File: src/rbmf_pkg.sv
// shared constants and controller/datapath interface types of the rgb box mean filter
package rbmf_pkg;

    localparam int MAX_WIDTH  = 1024;
    localparam int MAX_HEIGHT = 4096;

    localparam int COL_W   = $clog2(MAX_WIDTH);
    localparam int ROW_W   = $clog2(MAX_HEIGHT);
    localparam int FW_W    = COL_W + 1;
    localparam int FH_W    = ROW_W + 1;
    localparam int PIX_W   = 24;
    localparam int SUM_W   = 12;

    // mean by reciprocal multiply: q = (sum * ceil(2^16 / count)) >> 16, exact for 12-bit sums
    localparam int RECIP_SHIFT = 16;
    localparam int RECIP_W     = RECIP_SHIFT + 1;
    localparam int PROD_W      = SUM_W + RECIP_W;

    localparam logic [0:0] CFG_FRAME_WIDTH  = 1'b0;
    localparam logic [0:0] CFG_FRAME_HEIGHT = 1'b1;

    // commands from the controller to the datapath
    typedef struct packed {
        logic accept;
        logic calc;
        logic div_step;
        logic load_out;
    } cmd_t;

    // status from the datapath to the controller
    typedef struct packed {
        logic skip;
        logic emit;
        logic out_busy;
    } sts_t;

endpackage

File: src/rbmf_ctrl.sv
// controller state machine of the rgb box mean filter
module rbmf_ctrl (
    input  logic           aclk,
    input  logic           aresetn,
    input  logic           s_tvalid,
    output logic           s_tready,
    input  rbmf_pkg::sts_t sts,
    output rbmf_pkg::cmd_t cmd
);

    typedef enum logic [2:0] {
        ST_IDLE,
        ST_CALC,
        ST_DIV,
        ST_OUT
    } state_t;

    state_t state_reg;

    assign s_tready     = state_reg == ST_IDLE;
    assign cmd.accept   = s_tready && s_tvalid;
    assign cmd.calc     = state_reg == ST_CALC;
    assign cmd.div_step = state_reg == ST_DIV;
    assign cmd.load_out = state_reg == ST_OUT && !sts.out_busy;

    // state sequence
    always_ff @(posedge aclk) begin
        if (!aresetn) begin
            state_reg <= ST_IDLE;
        end else begin
            unique case (state_reg)
                ST_IDLE: begin
                    if (cmd.accept && !sts.skip) begin
                        state_reg <= ST_CALC;
                    end
                end
                ST_CALC: begin
                    state_reg <= sts.emit ? ST_DIV : ST_IDLE;
                end
                ST_DIV: begin
                    state_reg <= ST_OUT;
                end
                ST_OUT: begin
                    if (!sts.out_busy) begin
                        state_reg <= ST_IDLE;
                    end
                end
                default: state_reg <= ST_IDLE;
            endcase
        end
    end

    // output load never overwrites a stalled beat
    a_load_free: assert property (@(posedge aclk) disable iff (!aresetn)
        cmd.load_out |-> !sts.out_busy) else $error("output overwritten");

    // an ignored drain beat starts no work
    a_skip_idle: assert property (@(posedge aclk) disable iff (!aresetn)
        (cmd.accept && sts.skip) |=> state_reg == ST_IDLE) else $error("skip started work");

    // the calc step lasts one cycle
    a_calc_once: assert property (@(posedge aclk) disable iff (!aresetn)
        cmd.calc |=> !cmd.calc) else $error("calc repeated");

endmodule

File: config.mk
export PLATFORM = sky130hd
export DESIGN_NAME = rbmf_ctrl
export DESIGN_NICKNAME = d
export VERILOG_FILES = /design/src/rbmf_pkg.sv /design/src/rbmf_ctrl.sv
export SDC_FILE = /design/constraint.sdc
export NUM_CORES = 1
export LEC_CHECK = 0
export ABC_CLOCK_PERIOD_IN_PS = 1700
export BUFFER_PORTS_ARGS = -buffer_cell sky130_fd_sc_hd__buf_2
export CAP_MARGIN = 0
export CORE_AREA = 2 2 39 41
export CTS_BUF_LIST = sky130_fd_sc_hd__clkbuf_4 sky130_fd_sc_hd__clkbuf_8 sky130_fd_sc_hd__clkbuf_16
export CTS_CLUSTER_DIAMETER = 80
export CTS_CLUSTER_SIZE = 40
export DETAILED_ROUTE_END_ITERATION = 10
export DIE_AREA = 0 0 41 43
export PLACE_DENSITY = 0.31
export SLEW_MARGIN = 10
export SYNTH_ARGS = -nofsm -noshare
export SYNTH_HDL_FRONTEND = slang
export SYNTH_SLANG_ARGS = --single-unit
File: constraint.sdc
create_clock -name aclk -period 1.7 [get_ports aclk]
set_clock_uncertainty 0.2 [all_clocks]
set_input_delay 0.085 -clock aclk [delete_from_list [all_inputs] [get_ports aclk]]
set_output_delay 0.085 -clock aclk [all_outputs]
set_load 0.01 [all_outputs]
==> results of run 1 <==
## layout make-up
| cell class | count | area (sq um) |
|---|---|---|
| clock buffer | 3 | 22.5 |
| multi-input combinational | 10 | 67.6 |
| inverter | 2 | 7.51 |
| fill | 161 | 1140 |
| sequential | 2 | 40.0 |
| timing repair buffer | 14 | 90.1 |
| tap | 16 | 20.0 |
## cells by family after synthesis
group | Yosys count | share of synthesized area [%]
AOI/OAI and AO/OA | 2 | 10.9
DFF | 2 | 34.8
buffers and inverters | 2 | 6.52
and+or+nand+nor | 8 | 47.8
## cells in the final DEF, fill, tap and decap left out
cell type,netlist,final
a31oi_1,2,2
and2_1,1,1
and3b_2,1,1
buf_2,0,10
clkbuf_4,0,3
dfxtp_1,2,2
dlygate4sd3_1,0,4
inv_1,2,2
nand2_1,1,1
nand2b_2,1,1
nand3b_1,1,1
nor2_1,1,1
nor2b_1,1,1
or3b_1,1,1
## worst max-delay path, stage by stage
cell and delay (ps):
dlygate4sd3_1 520, buf_2 120, nand2_1 70, a31oi_1 80, dlygate4sd3_1 550
## final timing paths
kind	from	endpoint	slack, ps
max	sts[0]	state_reg[1]	180
min	s_tvalid	state_reg[0]	20
max reg2reg	state_reg[1]	state_reg[1]	210
min reg2reg	state_reg[1]	state_reg[0]	360
## per-layer routing
layer	wire length, um	vias to the layer above
met1	166	58
met5	0	-
met2	91	13
met4	14	0
li1	-	81
met3	77	2
## repair_timing
action                                  in CTS  in global routing
endpoints found under the hold margin        2                  0
endpoints found under the setup margin       0                  0
hold buffers                                 4                  0
## through the flow
step,utilization [%],std cells,hold slack [ps]
final,17.9,47,23.8
after floorplan,-,14,16.4
after global routing,17.9,47,36.5
after detailed placement,13.4,40,138
after global placement,13.4,40,138
after CTS,17.9,47,19.6
## power groups by stage
stage | Sequential (mW) | Combinational [mW] | Clock [mW]
global route | 0.0604 | 0.0565 | 0.119
detailed placement | 0.0593 | 0.0432 | 0
floorplan | 0.0579 | 0.0243 | 0
CTS | 0.0587 | 0.0519 | 0.114
finish | 0.0586 | 0.0516 | 0.109
global placement | 0.0589 | 0.0429 | 0
==> out/results.tsv, run 1 <==
metric	value	unit
worst skew pair latency	230	ps
post-CTS setup buffers	0	
period utilization	89.4	%
Clock power frac	49.8	%
Seq pwr share	26.7	%
Final Hold Fails	0	
top_reg_cell synth	dfxtp_1	
IO buf count	10	
Initial DRC Count	4	
Synth area leader	dfxtp_1	
total CTS buffers	3	
final setup TNS	0	ps
leakage	0.130	nW
WP data arrival	1430	ps
DR vias	154	
max frequency	658	MHz
clock sinks	2	
cts repair resizes	0	
Final WS setup	181	ps
DIE AREA	1760	sq um
CP Max Fanout	2	
max FFs per register	2	
worst slew pin tran	185	ps
maximum clock insertion buffer count	2	
final net count	39	
Routed WL	349	um
Detail Placement HPWL	258	um
met1 Use GR	6.05	%
min-delay worst type	input pin to flip-flop	
core area	1380	sq um
share of layout cells above drive strength 1	48.4	%
unrepaired setup endpoints after global routing	false	
total grt overflow	0	
fin area	248	sq um
IO Pins	11	
final setup violation count	0	
Post-synth top cells	2 x a31oi_1, 2 x dfxtp_1, 2 x inv_1	
Residual DRC	0	
switching part of the total	26.9	%
synthesized area per cell	8.22	sq um
vias in the first global route	127	
Power, Total	0.219	mW
H-tree lvl count	1	
DR WL/cell	7.43	um
TritonCTS clock tree	done	
Hold Path Depth	3	
Most Crowded Layer GR	met4	
routability cong.	0.635	
outcome	completed	
initial antenna violation count	0	
Final Max Slew Viols	0	
Slew HR	87.6	%
Die Ht	43	um
FFs w/ async S/R, synth	0	%
GRT Util Overall	5.31	%
Final ANT Viol Nets	0	
CTS clk-pin slew, worst paths	30	ps
Crit Path Class	input pin to flip-flop	
Layout area overhead	115	%
TritonRoute pass-1 iters	4	
combinational share of power	23.5	%
leading post-synthesis cells by cell area	dfxtp_1 35%, a31oi_1 11%, and3b_2 8.7%, nand2b_2 7.6%, or3b_1 7.6%	
YS warnings	0	
Horiz. Die Dim	41	um
starting density of the core	8.32	%
top cell type's share of synthesized area	34.8	%
PwrDens	886	nW/um^2
NetSw	0.0590	mW
first-pass GRT wire length	531	um
P_int	0.160	mW
clk root buf	clkbuf_4	
CP startpoint kind	input pin	
synth unique cells	11	
Site Rows	14	
routing usage on met2	4.06	%
post-synthesis net count	20	
Antenna diodes	0	
Placed Area	185	sq um
GR Layer Usage met3	4.71	%
Via density	3.28	
CP Capture Type	flip-flop	
Worst VDD drop	0.000197	V
r2r worst-path depth	3	
largest net degree at the start of global routing	7	
pre-CTS setup slack	580	ps
share of the yosys chip area belonging to registers	34.8	%
post-synthesis cell area	115	sq um
number of max-cap violations	0	
Post-synth EDFFs	0	
CP required	1610	ps
cells after synthesis	14	
Final min period	1520	ps
Yosys reg bits	2	
Note: power is estimated with default switching activity, not from simulation.
==> run 2, diff against run 1 <==
Settings changed: ABC_CLOCK_PERIOD_IN_PS 1700 to 1490.
Clock period 1.7 ns to 1.49 ns, I/O delays scaled along.
==> out/results.tsv, run 2 (synthesis results as in run 1) <==
metric	value	unit
Placed Cells	40	
Hold Path Depth	3	
clock sinks	2	
R2R Path Start	state_reg[0]	
DR vias	151	
period utilization	89.2	%
H-tree lvl count	1	
DIE AREA	1760	sq um
Site Rows	14	
Final min period	1330	ps
clk root buf	clkbuf_4	
unrepaired setup endpoints after global routing	false	
RR Endpoint	state_reg[0]	
Crit Path Class	input pin to primary output	
Die Ht	43	um
CTS clk-pin slew, worst paths	30	ps
leading cell types in the layout, fill and taps excluded	10 x buf_2, 4 x dlygate4sd3_1, 3 x clkbuf_4	
leakage	0.128	nW
CP Max Fanout	2	
Via density	3.21	
GRT Util Overall	5.41	%
outcome	completed	
Final ANT Viol Nets	0	
routability cong.	0.634	
Final Max Slew Viols	0	
Layout area overhead	115	%
Seq pwr share	27.5	%
final setup TNS	0	ps
r2r worst-path depth	2	
Worst Hold End	state_reg[0]	
CP required	1220	ps
total CTS buffers	3	
Slowest cell on crit path	dlygate4sd3_1	
Slew HR	87.5	%
number of max-cap violations	0	
maximum clock insertion buffer count	2	
Clock power frac	48.9	%
DR WL/cell	8.13	um
TritonRoute pass-1 iters	4	
Worst VDD drop	0.000200	V
commonest non-fill, non-tap cell in the layout	buf_2	
worst slew pin tran	186	ps
Detail Placement HPWL	278	um
worst skew pair latency	220	ps
initial antenna violation count	0	
switching part of the total	25.7	%
WP data arrival	1060	ps
Post-Layout Cell Count	47	
total grt overflow	0	
CP Capture Type	primary output	
Initial DRC Count	6	
min-delay worst type	input pin to flip-flop	
largest net degree at the start of global routing	7	
worst hold start	s_tvalid	
NetSw	0.0626	mW
Horiz. Die Dim	41	um
P_int	0.181	mW
share of layout cells above drive strength 1	48.4	%
IO Pins	11	
most used cell along the critical path	buf_2	
max frequency	752	MHz
final net count	39	
Residual DRC	0	
combinational share of power	23.6	%
first-pass GRT wire length	545	um
PwrDens	984	nW/um^2
TritonCTS clock tree	done	
vias in the first global route	139	
CP startpoint kind	input pin	
r2r setup slk	360	ps
IO buf count	10	
Routed WL	382	um
worst stage delay on the critical path	530	ps
Final Hold Fails	0	
Antenna diodes	0	
core area	1380	sq um
crit path cell chain	dlygate4sd3_1 > buf_2 > and3b_2 > buf_2	
max FFs per register	2	
starting density of the core	8.32	%
final setup violation count	0	
run 2: cell counts in the layout (fill, tap and decap cells not counted):
Identical to the previous run, type by type.
run 2: worst max path at each step:
stage                       startpoint  cells past startpoint  slack, ps            to
final                           sts[0]                      4        160        cmd[0]
after global routing            sts[0]                      4        110        cmd[0]
after CTS                       sts[0]                      4        160        cmd[0]
after detailed placement  state_reg[0]                      2        370  state_reg[0]
after global placement    state_reg[0]                      2        380  state_reg[0]
after floorplan           state_reg[0]                      2        400  state_reg[0]
run 2: area by class of cell:
class / instances / area, sq um
fillers: 163 / 1140
repair buffers: 14 / 90.1
multi-input cells: 10 / 67.6
flip-flops and latches: 2 / 40.0
clock buffers: 3 / 22.5
well taps: 16 / 20.0
inverters: 2 / 7.51
run 2: power groups by stage:
stage	Combinational, mW	Clock, mW	Sequential, mW
4_1_cts	0.0581	0.129	0.0670
2_1_floorplan	0.0277	0	0.0660
3_5_place_dp	0.0498	0	0.0678
6_report	0.0575	0.119	0.0671
5_1_grt	0.0641	0.125	0.0688
3_3_place_gp	0.0489	0	0.0673
run 2: what timing repair did:
item                      in CTS  in global routing
buffers inserted               0                  0
hold buffers                   4                  0
gates resized for setup        0                  0
hold endpoints to repair       2                  0
run 2: routing by layer:
| metal | vias to the layer above | routed length [um] | GRT usage [%] |
|---|---|---|---|
| met5 | - | 0 | 0 |
| met4 | 0 | 0 | 8.00 |
| met3 | 0 | 72 | 3.14 |
| met2 | 11 | 140 | 5.31 |
| met1 | 58 | 169 | 6.07 |
| li1 | 82 | - | - |
run 2: per-stage QoR:
step / setup slack (ps) / power (mW) / instance area, sq um / util, % / hold slack [ps]
floorplan: 402 / 0.0937 / 115 / - / 5.93
global placement: 378 / 0.116 / 185 / 13.4 / 126
detailed placement: 366 / 0.118 / 185 / 13.4 / 122
CTS: 157 / 0.254 / 248 / 17.9 / 9.06
global route: 112 / 0.258 / 248 / 17.9 / 29.6
finish: 160 / 0.244 / 248 / 17.9 / 16.8
run 2: critical path, delay by kind of cell:
family	cells	cell delay, ps
buffers and inverters	3	770
and+or+nand+nor	1	210
==> run 3, diff against run 2 <==
Settings changed: CELL_PAD_IN_SITES_DETAIL_PLACEMENT set to 0, CELL_PAD_IN_SITES_GLOBAL_PLACEMENT set to 1, PLACE_DENSITY 0.31 to 0.4.
==> out/results.tsv, run 3 (synthesis results as in run 1) <==
metric	value	unit
CP required	1220	ps
Initial DRC Count	3	
leakage	0.128	nW
Detail Placement HPWL	285	um
Antenna diodes	0	
share of layout cells above drive strength 1	48.4	%
final net count	39	
outcome	completed	
Power, Total	0.244	mW
H-tree lvl count	1	
Hold Buf Count CTS	4	
Slew HR	87.1	%
unrepaired setup endpoints after global routing	false	
TritonRoute pass-1 iters	2	
Routed WL	385	um
Final min period	1350	ps
GRT Util Overall	5.01	%
CP Capture Type	primary output	
worst skew pair latency	220	ps
pre-CTS setup slack	320	ps
most used cell along the critical path	buf_2	
Crit Path Class	input pin to primary output	
Site Rows	14	
Final WS setup	144	ps
first-pass GRT wire length	524	um
Worst VDD drop	0.000322	V
routability cong.	0.628	
starting density of the core	8.32	%
WP data arrival	1070	ps
IO Pins	11	
DR WL/cell	8.19	um
min-delay worst type	input pin to flip-flop	
crit path cell chain	dlygate4sd3_1 > buf_2 > and3b_2 > buf_2	
Horiz. Die Dim	41	um
Residual DRC	0	
Layout area overhead	115	%
total grt overflow	0	
post-CTS setup buffers	0	
leading cell types in the layout, fill and taps excluded	10 x buf_2, 4 x dlygate4sd3_1, 3 x clkbuf_4	
worst stage delay on the critical path	540	ps
CTS clk-pin slew, worst paths	30	ps
sequential cell area	40.0	sq um
core area	1380	sq um
Multi-input gate area	67.6	sq um
worst slew pin tran	194	ps
initial antenna violation count	0	
Final ANT Viol Nets	0	
DIE AREA	1760	sq um
Die Ht	43	um
max frequency	743	MHz
largest net degree at the start of global routing	7	
period utilization	90.4	%
Placed Area	185	sq um
Final Hold Fails	0	
CP startpoint kind	input pin	
DR vias	152	
TritonCTS clock tree	done	
cts repair resizes	0	
fillers	159	
maximum clock insertion buffer count	2	
PwrDens	985	nW/um^2
clock sinks	2	
commonest non-fill, non-tap cell in the layout	buf_2	
Via density	3.23	
final setup violation count	0	
IO buf count	10	
max FFs per register	2	
clk root buf	clkbuf_4	
CP Max Fanout	2	
final setup TNS	0	ps
Final Max Slew Viols	0	
fin area	248	sq um
number of max-cap violations	0	
total CTS buffers	3	
vias in the first global route	147	
Slowest cell on crit path	dlygate4sd3_1	
## run 3: cell counts in the layout (fill, tap and decap cells not counted)
Identical to the previous run, type by type.
## run 3: final timing paths
| check | from | depth (start not counted) | to | slack [ps] |
|---|---|---|---|---|
| hold reg to reg | state_reg[0] | 2 | state_reg[1] | 360 |
| hold / removal | s_tvalid | 3 | state_reg[0] | 40 |
| setup reg to reg | state_reg[0] | 2 | state_reg[0] | 320 |
| setup / recovery | sts[0] | 4 | cmd[0] | 140 |
## run 3: final cells by class
type | instances | share of cell area (%)
inverter | 2 | 3.03
clock buffer | 3 | 9.09
multi-input combinational | 10 | 27.3
sequential | 2 | 16.2
timing repair buffer | 14 | 36.4
tap | 16 | 8.08
## run 3: through the flow
| step | util [%] | hold WS (ps) | instances |
|---|---|---|---|
| 2_1_floorplan | - | 5.93 | 14 |
| 3_3_place_gp | 13.4 | 132 | 40 |
| 3_5_place_dp | 13.4 | 129 | 40 |
| 4_1_cts | 17.9 | 32.2 | 47 |
| 5_1_grt | 17.9 | 55.9 | 47 |
| 6_report | 17.9 | 42.7 | 47 |
## run 3: critical path, delay by kind of cell
family	cells	cell delay (ps)
buffers and inverters	3	790
AND/OR/NAND/NOR	1	210
## run 3: power by group
part / internal, mW / switching [mW] / total [mW]
clock: 0.0887 / 0.0294 / 0.118
sequential: 0.0598 / 0.00770 / 0.0675
combinational: 0.0326 / 0.0257 / 0.0583
## run 3: routing by layer
metal  GRT usage, %  wire length, um  up-vias
li1               -                -       83
met1           5.41              176       58
met4           8.00                0        0
met3           2.62               72        0
met5              0                0        -
met2           5.00              136       11
